## config.mk

```make
export PLATFORM = sky130hd
export DESIGN_NAME = oldest_first_input_queued_switch_core_flat
export DESIGN_NICKNAME = d
export VERILOG_FILES = /design/src/oiqs_pkg.sv /design/src/oiqs_req_if.sv /design/src/oiqs_rsp_if.sv /design/src/oiqs_ram.sv /design/src/oiqs_arb.sv /design/src/oldest_first_input_queued_switch_core.sv /design/src/flat_wrapper.sv
export SDC_FILE = /design/constraint.sdc
export NUM_CORES = 1
export LEC_CHECK = 0
export BUFFER_PORTS_ARGS = -buffer_cell sky130_fd_sc_hd__buf_2
export CAP_MARGIN = 20
export CORE_UTILIZATION = 30
export CTS_BUF_LIST = sky130_fd_sc_hd__clkbuf_4 sky130_fd_sc_hd__clkbuf_8
export CTS_CLUSTER_SIZE = 16
export DETAILED_ROUTE_END_ITERATION = 10
export HOLD_SLACK_MARGIN = 0.15
export MAX_ROUTING_LAYER = met4
export SLEW_MARGIN = 25
export SYNTH_ARGS = -nofsm -noshare
export SYNTH_HDL_FRONTEND = slang
export SYNTH_HIERARCHICAL = 1
export SYNTH_SLANG_ARGS = --single-unit
```

## constraint.sdc

```tcl
create_clock -name clk -period 4.7 [get_ports clk]
set_clock_uncertainty 0.15 [all_clocks]
set_input_delay 0.235 -clock clk [delete_from_list [all_inputs] [get_ports clk]]
set_output_delay 0.235 -clock clk [all_outputs]
set_load 0.02 [all_outputs]
```

## src/oiqs_pkg.sv

```systemverilog
`timescale 1ns / 1ps
// ----------------------------------------------------------------------------
// oiqs_pkg
// Shared types and codes for the oldest-first input-queued switch.
// ----------------------------------------------------------------------------
package oiqs_pkg;

	localparam int ID_W    = 31;
	localparam int FUNC_W  = 2;
	localparam int PORT_W  = 2;
	localparam int KIND_W  = 2;
	localparam int LIMIT_W = 4;

	localparam logic [LIMIT_W-1:0] LIMIT_RESET = 4'd8;

	// request codes
	localparam logic [FUNC_W-1:0] FUNC_ARRIVE = 2'd0;
	localparam logic [FUNC_W-1:0] FUNC_TICK   = 2'd1;
	localparam logic [FUNC_W-1:0] FUNC_SEND   = 2'd2;

	// result codes
	localparam logic [KIND_W-1:0] KIND_SENT   = 2'd0;
	localparam logic [KIND_W-1:0] KIND_CREDIT = 2'd1;
	localparam logic [KIND_W-1:0] KIND_DROP   = 2'd2;

	typedef logic [ID_W-1:0] id_t;

	// control from the sequencer to the compare unit
	typedef struct packed {
		logic clear;
		logic cand_vld;
	} arb_ctrl_t;

endpackage

```

## src/oiqs_req_if.sv

```systemverilog
`timescale 1ns / 1ps
// ----------------------------------------------------------------------------
// oiqs_req_if
// Request channel: packet arrivals and tick commands.
// ----------------------------------------------------------------------------
interface oiqs_req_if;
	logic                         valid;
	logic                         ready;
	logic [oiqs_pkg::FUNC_W-1:0]  func;
	logic [oiqs_pkg::PORT_W-1:0]  port;
	logic [oiqs_pkg::ID_W-1:0]    msg_id;

	modport source (output valid, func, port, msg_id, input ready);
	modport sink   (input valid, func, port, msg_id, output ready);
endinterface

```

## src/oiqs_rsp_if.sv

```systemverilog
`timescale 1ns / 1ps
// ----------------------------------------------------------------------------
// oiqs_rsp_if
// Response channel: sent packets, credits and drop notices.
// ----------------------------------------------------------------------------
interface oiqs_rsp_if;
	logic                         valid;
	logic                         ready;
	logic [oiqs_pkg::KIND_W-1:0]  kind;
	logic [oiqs_pkg::PORT_W-1:0]  port_res;
	logic [oiqs_pkg::ID_W-1:0]    msg_id_res;

	modport source (output valid, kind, port_res, msg_id_res, input ready);
	modport sink   (input valid, kind, port_res, msg_id_res, output ready);
endinterface

```

## src/oiqs_ram.sv

```systemverilog
`timescale 1ns / 1ps
// ----------------------------------------------------------------------------
// oiqs_ram
// Generic single-write, single-read RAM with registered read data.
// ----------------------------------------------------------------------------
module oiqs_ram #(
	parameter int WIDTH = 31,
	parameter int DEPTH = 8,
	parameter int AW    = (DEPTH > 1) ? $clog2(DEPTH) : 1
) (
	input  logic             clk,
	input  logic             we,
	input  logic [AW-1:0]    waddr,
	input  logic [WIDTH-1:0] wdata,
	input  logic             re,
	input  logic [AW-1:0]    raddr,
	output logic [WIDTH-1:0] rdata
);
	logic [WIDTH-1:0] mem_q [DEPTH];
	logic [WIDTH-1:0] rdata_q;

	always_ff @(posedge clk) begin
		if (we) begin
			mem_q[waddr] <= wdata;
		end
		if (re) begin
			rdata_q <= mem_q[raddr];
		end
	end

	assign rdata = rdata_q;
endmodule

```

## src/oiqs_arb.sv

```systemverilog
`timescale 1ns / 1ps
// ----------------------------------------------------------------------------
// oiqs_arb
// Shared compare unit: folds one entrance head per cycle into the oldest so far.
// ----------------------------------------------------------------------------
module oiqs_arb #(
	parameter int PW = 2
) (
	input  logic                clk,
	input  logic                arst_n,
	input  oiqs_pkg::arb_ctrl_t ctrl,
	input  oiqs_pkg::id_t       cand_id,
	input  logic [PW-1:0]       cand_port,
	output logic                found,
	output oiqs_pkg::id_t       best_id,
	output logic [PW-1:0]       best_port
);
	import oiqs_pkg::*;

	logic          found_q;
	id_t           best_id_q;
	logic [PW-1:0] best_port_q;
	logic          take;

	// strict less-than keeps the lower port on a tie, ports arrive in order
	assign take = ctrl.cand_vld && (!found_q || (cand_id < best_id_q));

	always_ff @(posedge clk or negedge arst_n) begin
		if (!arst_n) begin
			found_q <= 1'b0;
		end else if (ctrl.clear) begin
			found_q <= 1'b0;
		end else if (take) begin
			found_q <= 1'b1;
		end
	end

	always_ff @(posedge clk) begin
		if (take && !ctrl.clear) begin
			best_id_q   <= cand_id;
			best_port_q <= cand_port;
		end
	end

	assign found     = found_q;
	assign best_id   = best_id_q;
	assign best_port = best_port_q;
endmodule

```

## src/oldest_first_input_queued_switch_core.sv

```systemverilog
`timescale 1ns / 1ps
// ----------------------------------------------------------------------------
// oldest_first_input_queued_switch_core
// Input-queued switch: per-port entrance FIFOs in one RAM, an exit FIFO,
// oldest-first arbitration on a period tick, credit and drop reporting.
// ----------------------------------------------------------------------------
// channel   dir  payload                         transfer when
// req       in   func, port, msg_id              req.valid & req.ready
// rsp       out  kind, port_res, msg_id_res      rsp.valid & rsp.ready
// cfg       in   cfg_wdata (exit_limit)          cfg_we
//
// One request at a time. Arrival: decode, emit on drop. Send tick: decode,
// send, emit. Period tick: decode, arbitration reading one entrance head per
// cycle through the single read port of the entrance RAM, move, emit.
// A waiting response sits in the output register; a new request is taken
// meanwhile and stalls only when it has its own response to hand over.
// Reset clears counts, pointers and the limit (8); RAM contents are not reset.
// ----------------------------------------------------------------------------
module oldest_first_input_queued_switch_core #(
	parameter int PORT_COUNT  = 3,
	parameter int ENTRY_DEPTH = 8,
	parameter int EXIT_DEPTH  = 8
) (
	input  logic                           clk,
	input  logic                           arst_n,
	oiqs_req_if.sink                       req,
	oiqs_rsp_if.source                     rsp,
	input  logic                           cfg_we,
	input  logic [oiqs_pkg::LIMIT_W-1:0]   cfg_wdata
);
	import oiqs_pkg::*;

	localparam int PW   = $clog2(PORT_COUNT);
	localparam int PIW  = $clog2(PORT_COUNT + 1);
	localparam int EPW  = (ENTRY_DEPTH > 1) ? $clog2(ENTRY_DEPTH) : 1;
	localparam int ECW  = $clog2(ENTRY_DEPTH + 1);
	localparam int EDEP = PORT_COUNT * ENTRY_DEPTH;
	localparam int EAW  = (EDEP > 1) ? $clog2(EDEP) : 1;
	localparam int XPW  = (EXIT_DEPTH > 1) ? $clog2(EXIT_DEPTH) : 1;
	localparam int XCW  = $clog2(EXIT_DEPTH + 1);

	localparam logic [2:0] S_IDLE   = 3'd0;
	localparam logic [2:0] S_DECODE = 3'd1;
	localparam logic [2:0] S_ARB    = 3'd2;
	localparam logic [2:0] S_MOVE   = 3'd3;
	localparam logic [2:0] S_SEND   = 3'd4;
	localparam logic [2:0] S_EMIT   = 3'd5;

	logic [2:0]         state_q;
	logic [FUNC_W-1:0]  func_q;
	logic [PORT_W-1:0]  port_q;
	id_t                id_q;
	logic [LIMIT_W-1:0] limit_q;

	logic [ECW-1:0]     cnt_q [PORT_COUNT];
	logic [EPW-1:0]     ptr_q [PORT_COUNT];
	logic [XCW-1:0]     exit_cnt_q;
	logic [XPW-1:0]     exit_ptr_q;
	logic [PIW-1:0]     pidx_q;

	logic               rd_vld_s1;
	logic [PW-1:0]      rd_port_s1;

	logic [KIND_W-1:0]  res_kind_q;
	logic [PORT_W-1:0]  res_port_q;
	id_t                res_id_q;
	logic               out_vld_q;
	logic [KIND_W-1:0]  out_kind_q;
	logic [PORT_W-1:0]  out_port_q;
	id_t                out_id_q;

	// one port is looked at per cycle, chosen by the current state
	logic [PW-1:0]      sel_port;
	logic [ECW-1:0]     cnt_sel;
	logic [EPW-1:0]     ptr_sel;
	logic [EPW-1:0]     ptr_sel_inc;
	logic [EPW-1:0]     wr_slot;
	logic               port_ok;
	logic               ent_full;
	logic               pidx_live;
	logic               exit_blocked;
	logic [XPW-1:0]     exit_wr_slot;
	logic [XPW-1:0]     exit_ptr_inc;
	logic               emit_go;

	logic               ent_we;
	logic               ent_re;
	logic [EAW-1:0]     ent_waddr;
	logic [EAW-1:0]     ent_raddr;
	id_t                ent_rdata;
	logic               exit_we;
	logic               exit_re;
	id_t                exit_rdata;

	arb_ctrl_t          arb_ctrl;
	logic               arb_found;
	id_t                arb_best_id;
	logic [PW-1:0]      arb_best_port;

	logic [31:0]        slot_sum;
	logic [31:0]        xslot_sum;

	assign port_ok   = 32'(port_q) < PORT_COUNT;
	assign pidx_live = 32'(pidx_q) < PORT_COUNT;

	always_comb begin
		case (state_q)
			S_ARB:   sel_port = PW'(pidx_q);
			S_MOVE:  sel_port = arb_best_port;
			default: sel_port = PW'(port_q);
		endcase
	end

	assign cnt_sel  = cnt_q[sel_port];
	assign ptr_sel  = ptr_q[sel_port];
	assign ent_full = 32'(cnt_sel) >= ENTRY_DEPTH;
	assign ptr_sel_inc = (32'(ptr_sel) == ENTRY_DEPTH - 1) ? '0 : ptr_sel + 1'b1;

	// tail slot wraps once at most: pointer is below depth, count at most depth
	always_comb begin
		slot_sum = 32'(ptr_sel) + 32'(cnt_sel);
		if (slot_sum >= ENTRY_DEPTH) begin
			slot_sum = slot_sum - ENTRY_DEPTH;
		end
		wr_slot = EPW'(slot_sum);
	end

	always_comb begin
		xslot_sum = 32'(exit_ptr_q) + 32'(exit_cnt_q);
		if (xslot_sum >= EXIT_DEPTH) begin
			xslot_sum = xslot_sum - EXIT_DEPTH;
		end
		exit_wr_slot = XPW'(xslot_sum);
	end

	assign exit_ptr_inc = (32'(exit_ptr_q) == EXIT_DEPTH - 1) ? '0 : exit_ptr_q + 1'b1;
	assign exit_blocked = (32'(exit_cnt_q) >= 32'(limit_q)) || (32'(exit_cnt_q) >= EXIT_DEPTH);

	assign ent_we    = (state_q == S_DECODE) && (func_q == FUNC_ARRIVE) && port_ok && !ent_full;
	assign ent_waddr = EAW'(32'(sel_port) * ENTRY_DEPTH + 32'(wr_slot));
	assign ent_re    = (state_q == S_ARB) && pidx_live;
	assign ent_raddr = EAW'(32'(sel_port) * ENTRY_DEPTH + 32'(ptr_sel));

	assign exit_we = (state_q == S_MOVE) && arb_found;
	assign exit_re = (state_q == S_DECODE) && (func_q == FUNC_SEND) && (exit_cnt_q != '0);

	assign arb_ctrl.clear    = (state_q == S_DECODE);
	assign arb_ctrl.cand_vld = (state_q == S_ARB) && rd_vld_s1;

	assign emit_go = (state_q == S_EMIT) && (!out_vld_q || rsp.ready);

	oiqs_ram #(.WIDTH(ID_W), .DEPTH(EDEP), .AW(EAW)) u_ent_ram (
		.clk   (clk),
		.we    (ent_we),
		.waddr (ent_waddr),
		.wdata (id_q),
		.re    (ent_re),
		.raddr (ent_raddr),
		.rdata (ent_rdata)
	);

	oiqs_ram #(.WIDTH(ID_W), .DEPTH(EXIT_DEPTH), .AW(XPW)) u_exit_ram (
		.clk   (clk),
		.we    (exit_we),
		.waddr (exit_wr_slot),
		.wdata (arb_best_id),
		.re    (exit_re),
		.raddr (exit_ptr_q),
		.rdata (exit_rdata)
	);

	oiqs_arb #(.PW(PW)) u_arb (
		.clk       (clk),
		.arst_n    (arst_n),
		.ctrl      (arb_ctrl),
		.cand_id   (ent_rdata),
		.cand_port (rd_port_s1),
		.found     (arb_found),
		.best_id   (arb_best_id),
		.best_port (arb_best_port)
	);

	// sequencer
	always_ff @(posedge clk or negedge arst_n) begin
		if (!arst_n) begin
			state_q    <= S_IDLE;
			pidx_q     <= '0;
			rd_vld_s1  <= 1'b0;
			exit_cnt_q <= '0;
			exit_ptr_q <= '0;
		end else begin
			case (state_q)
				S_IDLE: begin
					if (req.valid) begin
						state_q <= S_DECODE;
					end
				end
				S_DECODE: begin
					pidx_q    <= '0;
					rd_vld_s1 <= 1'b0;
					case (func_q)
						FUNC_ARRIVE: begin
							state_q <= (port_ok && ent_full) ? S_EMIT : S_IDLE;
						end
						FUNC_TICK: begin
							state_q <= exit_blocked ? S_IDLE : S_ARB;
						end
						FUNC_SEND: begin
							state_q <= (exit_cnt_q != '0) ? S_SEND : S_IDLE;
						end
						default: begin
							state_q <= S_IDLE;
						end
					endcase
				end
				S_ARB: begin
					// read port pidx while the head of the previous port is compared
					rd_vld_s1 <= pidx_live && (cnt_sel != '0);
					if (pidx_live) begin
						pidx_q <= pidx_q + 1'b1;
					end else begin
						state_q <= S_MOVE;
					end
				end
				S_MOVE: begin
					if (arb_found) begin
						exit_cnt_q <= exit_cnt_q + 1'b1;
						state_q    <= S_EMIT;
					end else begin
						state_q <= S_IDLE;
					end
				end
				S_SEND: begin
					exit_cnt_q <= exit_cnt_q - 1'b1;
					exit_ptr_q <= exit_ptr_inc;
					state_q    <= S_EMIT;
				end
				S_EMIT: begin
					if (emit_go) begin
						state_q <= S_IDLE;
					end
				end
				default: begin
					state_q <= S_IDLE;
				end
			endcase
		end
	end

	always_ff @(posedge clk) begin
		if (state_q == S_ARB) begin
			rd_port_s1 <= sel_port;
		end
	end

	// per-port entrance counts and read pointers
	always_ff @(posedge clk or negedge arst_n) begin
		if (!arst_n) begin
			for (int i = 0; i < PORT_COUNT; i++) begin
				cnt_q[i] <= '0;
				ptr_q[i] <= '0;
			end
		end else begin
			for (int i = 0; i < PORT_COUNT; i++) begin
				if (PW'(i) == sel_port) begin
					if (ent_we) begin
						cnt_q[i] <= cnt_sel + 1'b1;
					end else if (exit_we) begin
						cnt_q[i] <= cnt_sel - 1'b1;
						ptr_q[i] <= ptr_sel_inc;
					end
				end
			end
		end
	end

	always_ff @(posedge clk or negedge arst_n) begin
		if (!arst_n) begin
			limit_q <= LIMIT_RESET;
		end else if (cfg_we) begin
			limit_q <= cfg_wdata;
		end
	end

	// request capture and pending response
	always_ff @(posedge clk) begin
		if (req.valid && req.ready) begin
			func_q <= req.func;
			port_q <= req.port;
			id_q   <= req.msg_id;
		end
		case (state_q)
			S_DECODE: begin
				res_kind_q <= KIND_DROP;
				res_port_q <= port_q;
				res_id_q   <= id_q;
			end
			S_MOVE: begin
				res_kind_q <= KIND_CREDIT;
				res_port_q <= PORT_W'(arb_best_port);
				res_id_q   <= arb_best_id;
			end
			S_SEND: begin
				res_kind_q <= KIND_SENT;
				res_port_q <= '0;
				res_id_q   <= exit_rdata;
			end
			default: begin
			end
		endcase
		if (emit_go) begin
			out_kind_q <= res_kind_q;
			out_port_q <= res_port_q;
			out_id_q   <= res_id_q;
		end
	end

	always_ff @(posedge clk or negedge arst_n) begin
		if (!arst_n) begin
			out_vld_q <= 1'b0;
		end else if (emit_go) begin
			out_vld_q <= 1'b1;
		end else if (rsp.ready) begin
			out_vld_q <= 1'b0;
		end
	end

	assign req.ready      = (state_q == S_IDLE);
	assign rsp.valid      = out_vld_q;
	assign rsp.kind       = out_kind_q;
	assign rsp.port_res   = out_port_q;
	assign rsp.msg_id_res = out_id_q;

	a_one_at_a_time: assert property (@(posedge clk) disable iff (!arst_n)
		req.valid && req.ready |=> !req.ready)
		else $error("request taken while another is in flight");

	a_send_nonempty: assert property (@(posedge clk) disable iff (!arst_n)
		state_q == S_SEND |-> exit_cnt_q != '0)
		else $error("send from empty exit queue");

	a_move_count: assert property (@(posedge clk) disable iff (!arst_n)
		exit_we |=> exit_cnt_q == XCW'($past(exit_cnt_q) + 1'b1))
		else $error("exit count not bumped on move");

	a_move_limit: assert property (@(posedge clk) disable iff (!arst_n)
		exit_we |-> (32'(exit_cnt_q) < EXIT_DEPTH) && (32'(exit_cnt_q) < 32'(limit_q)))
		else $error("move past exit limit");

	a_credit_port: assert property (@(posedge clk) disable iff (!arst_n)
		exit_we |-> (32'(arb_best_port) < PORT_COUNT) && (cnt_sel != '0))
		else $error("credit for empty or invalid port");
endmodule

```

## src/flat_wrapper.sv

```systemverilog
// flat-port wrapper written by rule: the top's interface ports become plain ports
module oldest_first_input_queued_switch_core_flat import oiqs_pkg::*;
#(
	parameter int PORT_COUNT  = 3,
	parameter int ENTRY_DEPTH = 8,
	parameter int EXIT_DEPTH  = 8
)
  (clk, arst_n, cfg_we, cfg_wdata, req_valid, req_func, req_port, req_msg_id, req_ready, rsp_valid, rsp_kind, rsp_port_res, rsp_msg_id_res, rsp_ready);
  oiqs_req_if req_i ();
  oiqs_rsp_if rsp_i ();
  input  logic clk;
  input  logic arst_n;
  input  logic cfg_we;
  input  logic [oiqs_pkg::LIMIT_W-1:0] cfg_wdata;
  input wire logic [$bits(req_i.valid)-1:0] req_valid;
  input wire logic [$bits(req_i.func)-1:0] req_func;
  input wire logic [$bits(req_i.port)-1:0] req_port;
  input wire logic [$bits(req_i.msg_id)-1:0] req_msg_id;
  output wire logic [$bits(req_i.ready)-1:0] req_ready;
  output wire logic [$bits(rsp_i.valid)-1:0] rsp_valid;
  output wire logic [$bits(rsp_i.kind)-1:0] rsp_kind;
  output wire logic [$bits(rsp_i.port_res)-1:0] rsp_port_res;
  output wire logic [$bits(rsp_i.msg_id_res)-1:0] rsp_msg_id_res;
  input wire logic [$bits(rsp_i.ready)-1:0] rsp_ready;
  assign req_i.valid = req_valid;
  assign req_i.func = req_func;
  assign req_i.port = req_port;
  assign req_i.msg_id = req_msg_id;
  assign req_ready = req_i.ready;
  assign rsp_valid = rsp_i.valid;
  assign rsp_kind = rsp_i.kind;
  assign rsp_port_res = rsp_i.port_res;
  assign rsp_msg_id_res = rsp_i.msg_id_res;
  assign rsp_i.ready = rsp_ready;
  oldest_first_input_queued_switch_core #(.PORT_COUNT(PORT_COUNT), .ENTRY_DEPTH(ENTRY_DEPTH), .EXIT_DEPTH(EXIT_DEPTH)) u_core (.clk(clk), .arst_n(arst_n), .req(req_i), .rsp(rsp_i), .cfg_we(cfg_we), .cfg_wdata(cfg_wdata));
endmodule
```

==> flow_summary_export.csv <==
group,metric,value,unit
status,outcome,"complete, no violations",
floorplanning,die_w,403,µm
drt,vias,24400,
logic_synthesis,synth_fp_nets,2599,
layout,area_growth,18.7,%
worst_setup_path,crit_family,"simple AND/OR/NAND/NOR gates",
timing,fin_crit,4490,ps
logic_synthesis,synth-async-reset-ratio,3.24,%
place,globalplace.congestion,0.783,
grt,grt_pass1_wl,166,mm
timing,worstMarginPinSlew,998,ps
worst_setup_path,end_kind,"flop",
layout,nFillCells,14800,
floorplanning,die_area,162000,µm²
worst_setup_path,critPathArrivalTime,4900,ps
drt,drc,0,
drt,avgRoutedWirePerCell,22.1,µm
timing,finalSetupViolations,0,
power_and_ir_drop,powerDensity,458,nW/µm²
job,maxCapViolations,0,
timing,max_freq,223,MHz
clock_network,cts_tree,"done",
grt,grt_start_max_net_pins,103,
clock_network,htreeDepth,4,
timing,hold_viol,0,
logic_synthesis,ys_types,68,
worst_setup_path,path_cells,"nor2b_4 > mux2i_2 > inv_2 > and2_1 > o2bb2ai_4 > ha_1 > inv_1 > fa_1 > xnor2_4 > or3b_2 > nor2_4 > buf_12",
layout,drive_gt1_share,24.2,%
layout,layout_common_cells,"edfxtp_1 (1,194), mux2i_1 (242), clkbuf_8 (201)",
logic_synthesis,ys_ff_latch,1234,
power_and_ir_drop,vdd_drop_max,282,µV
layout,seqCellArea,36900,µm²
grt,groute.usage.overall,14.2,%
logic_synthesis,netlist_area,48200,µm²
clock_network,clock-root-buffer,"clkbuf_8",
logic_synthesis,ys_warn_count,6,
power_and_ir_drop,p_leak,0.0184,µW
timing,post-route-period-util,95.4,%
timing,slew_violations,0,
floorplanning,row_count,146,
worst_setup_path,r2r_slack,210,ps
drt,ant_nets,0,
drt,avgViaCountPerCell,4.78,
grt,grt_pass1_vias,25000,
logic_synthesis,synth_edf_count,1194,
clock_network,post_cts_buffers,0,
layout,nNetsFinal,2974,
clock_network,clk_path_buf_depth,3,
drt,first_pass_iters,5,
worst_hold_path,hold_class,"reg2reg",
place,place_hpwl,67.1,mm
clock_network,cts_sinks,1234,
floorplanning,core,159000,µm²
layout,multiInputGateArea,10900,µm²
worst_setup_path,worst_setup_path_start_kind,"flop",
layout,layout_commonest_cell,"edfxtp_1",
logic_synthesis,syn_avg_cell_area,19.3,µm²
grt,overflow,0,
layout,fin_cells,5117,
logic_synthesis,yosysSeqAreaShare,76.4,%
clock_network,cts.clk_slew.worst_paths,60,ps
worst_setup_path,cp_slowest_cell,"or3b_2",
floorplanning,start_util,30.4,%
grt,antenna_found_initial,4,
place,port_buffers,80,
clock_network,clk_latency,890,ps
timing,whs,268,ps
logic_synthesis,syn_inst,2506,
worst_setup_path,required,5110,ps
floorplanning,die_y,403,µm
place,dp_cells,4653,
drt,initialDrtViolationCount,2103,
logic_synthesis,synthFlopType,"edfxtp_1",
timing,maxSlewHeadroom,33.4,%
drt,drt_wl_total,113,mm
clock_network,cts_buffers,196,
floorplanning,ioPinCount,81,
worst_setup_path,cp_slowest_stage_delay,610,ps
worst_setup_path,path_buf_inv,3,
worst_setup_path,crit_type,"reg2reg",
worst_setup_path,cp_max_fo,26,
## power by group
part / switching, µW / internal [µW] / total (µW)
sequential: 402 / 13100 / 13500
combinational: 2230 / 1290 / 3520
clock: 4200 / 5010 / 9210
total: 6840 / 19400 / 26200
## repair_timing
action                                  in CTS  in global routing
hold endpoints to repair                   152                  0
hold buffers                                93                  0
endpoints found under the setup margin     156                 70
gates resized for setup                      1                  1
## cell usage after synthesis (8+ instances only)
library cell	instances	area share (%)
mux2i_1	242	5.0
dfrtp_1	39	2.0
mux4_2	70	3.3
clkbuf_1	56	0.44
a22oi_1	108	1.7
a21oi_1	23	0.24
nand2_1	189	1.5
buf_1	10	0.078
nand4_1	33	0.43
ha_1	45	1.2
buf_2	22	0.23
o21ai_0	24	0.25
edfxtp_1	1194	74
nand3b_1	9	0.14
mux2_2	72	1.7
nor2_1	51	0.40
buf_6	13	0.30
mux4_1	62	3.4
buf_4	12	0.19
nand3_1	62	0.64
nand2b_1	8	0.10
inv_1	56	0.44
a221oi_1	8	0.15
## kinds of logic (layout without fill, tap and decap cells)
kind of cell             count (synthesis)  after routing  synth area share, %
AO/OA/AOI/OAI                          195            195                 2.97
XOR/XNOR                                10             10                0.182
adder cells (fa/ha/maj)                 49             49                 1.33
buffers and inverters                  175            707                 1.82
flip-flops                            1234           1234                 76.4
multiplexers                           455            455                 13.6
other                                    0              7                    0
AND/OR/NAND/NOR                        388            388                 3.70
## worst register-to-register path, delay by kind of cell (launching register included)
kind                     cells  cell delay, ps
AND/OR/NAND/NOR              4            1470
adder cells (fa/ha/maj)      2             680
buffers and inverters        3             620
flip-flops                   1             490
XOR/XNOR                     1             370
AO/OA/AOI/OAI                1             200
multiplexers                 1             150
## layout make-up
cell class	instances	share of cell area, %
antenna	7	0.0306
clock inverter	89	1.22
tap	2072	4.53
multi-input combinational	1097	19.0
timing repair buffer	293	4.76
inverter	59	0.387
clock buffer	266	5.68
sequential	1234	64.4
## sequential cells by signal, summed over array words and instances (netlist names), 31 cells and up
signal,cells
u_core/res_id_q,31
u_core/u_exit_ram/mem_q,248
u_core/id_q,31
u_core/rsp.msg_id_res,31
u_core/u_ent_ram/rdata,31
u_core/u_arb/best_id,31
u_core/u_exit_ram/rdata,31
u_core/u_ent_ram/mem_q,744
## path summary, 6_finish.rpt
path,startpoint,end,cells after the start
setup / recovery,u_core/state_q[2],u_core/u_ent_ram/mem_q[4][2],12
hold / removal,u_core/res_id_q[3],u_core/rsp.msg_id_res[3],0
setup reg to reg,u_core/state_q[2],u_core/u_ent_ram/mem_q[4][2],12
hold reg to reg,u_core/res_id_q[3],u_core/rsp.msg_id_res[3],0
max in group asynchronous,arst_n,u_core/exit_ptr_q[0],4
min in group asynchronous,arst_n,u_core/limit_q[3],3
## per-layer routing
layer	up-vias	part of all wire (%)	GRT usage [%]
met4	0	2.0	4.08
met1	12700	45	18.8
li1	10900	-	-
met3	173	5.6	2.74
met2	687	48	22.2
met5	-	0	-
## per-stage QoR
stage | utilization [%] | instance area (µm²) | power, µW | setup WS [ps] | setup TNS (ps)
2_1_floorplan | - | 48300 | 15700 | -373 | -46990
3_3_place_gp | 32.8 | 52100 | 17100 | 3.63 | 0
3_5_place_dp | 32.8 | 52200 | 17200 | -50.3 | -4070
4_1_cts | 35.9 | 57100 | 26500 | 158 | 0
5_1_grt | 36.0 | 57200 | 27300 | -2.16 | -2.16
6_report | 36.0 | 57300 | 26200 | 214 | 0
(Power assumes the default switching activity.)
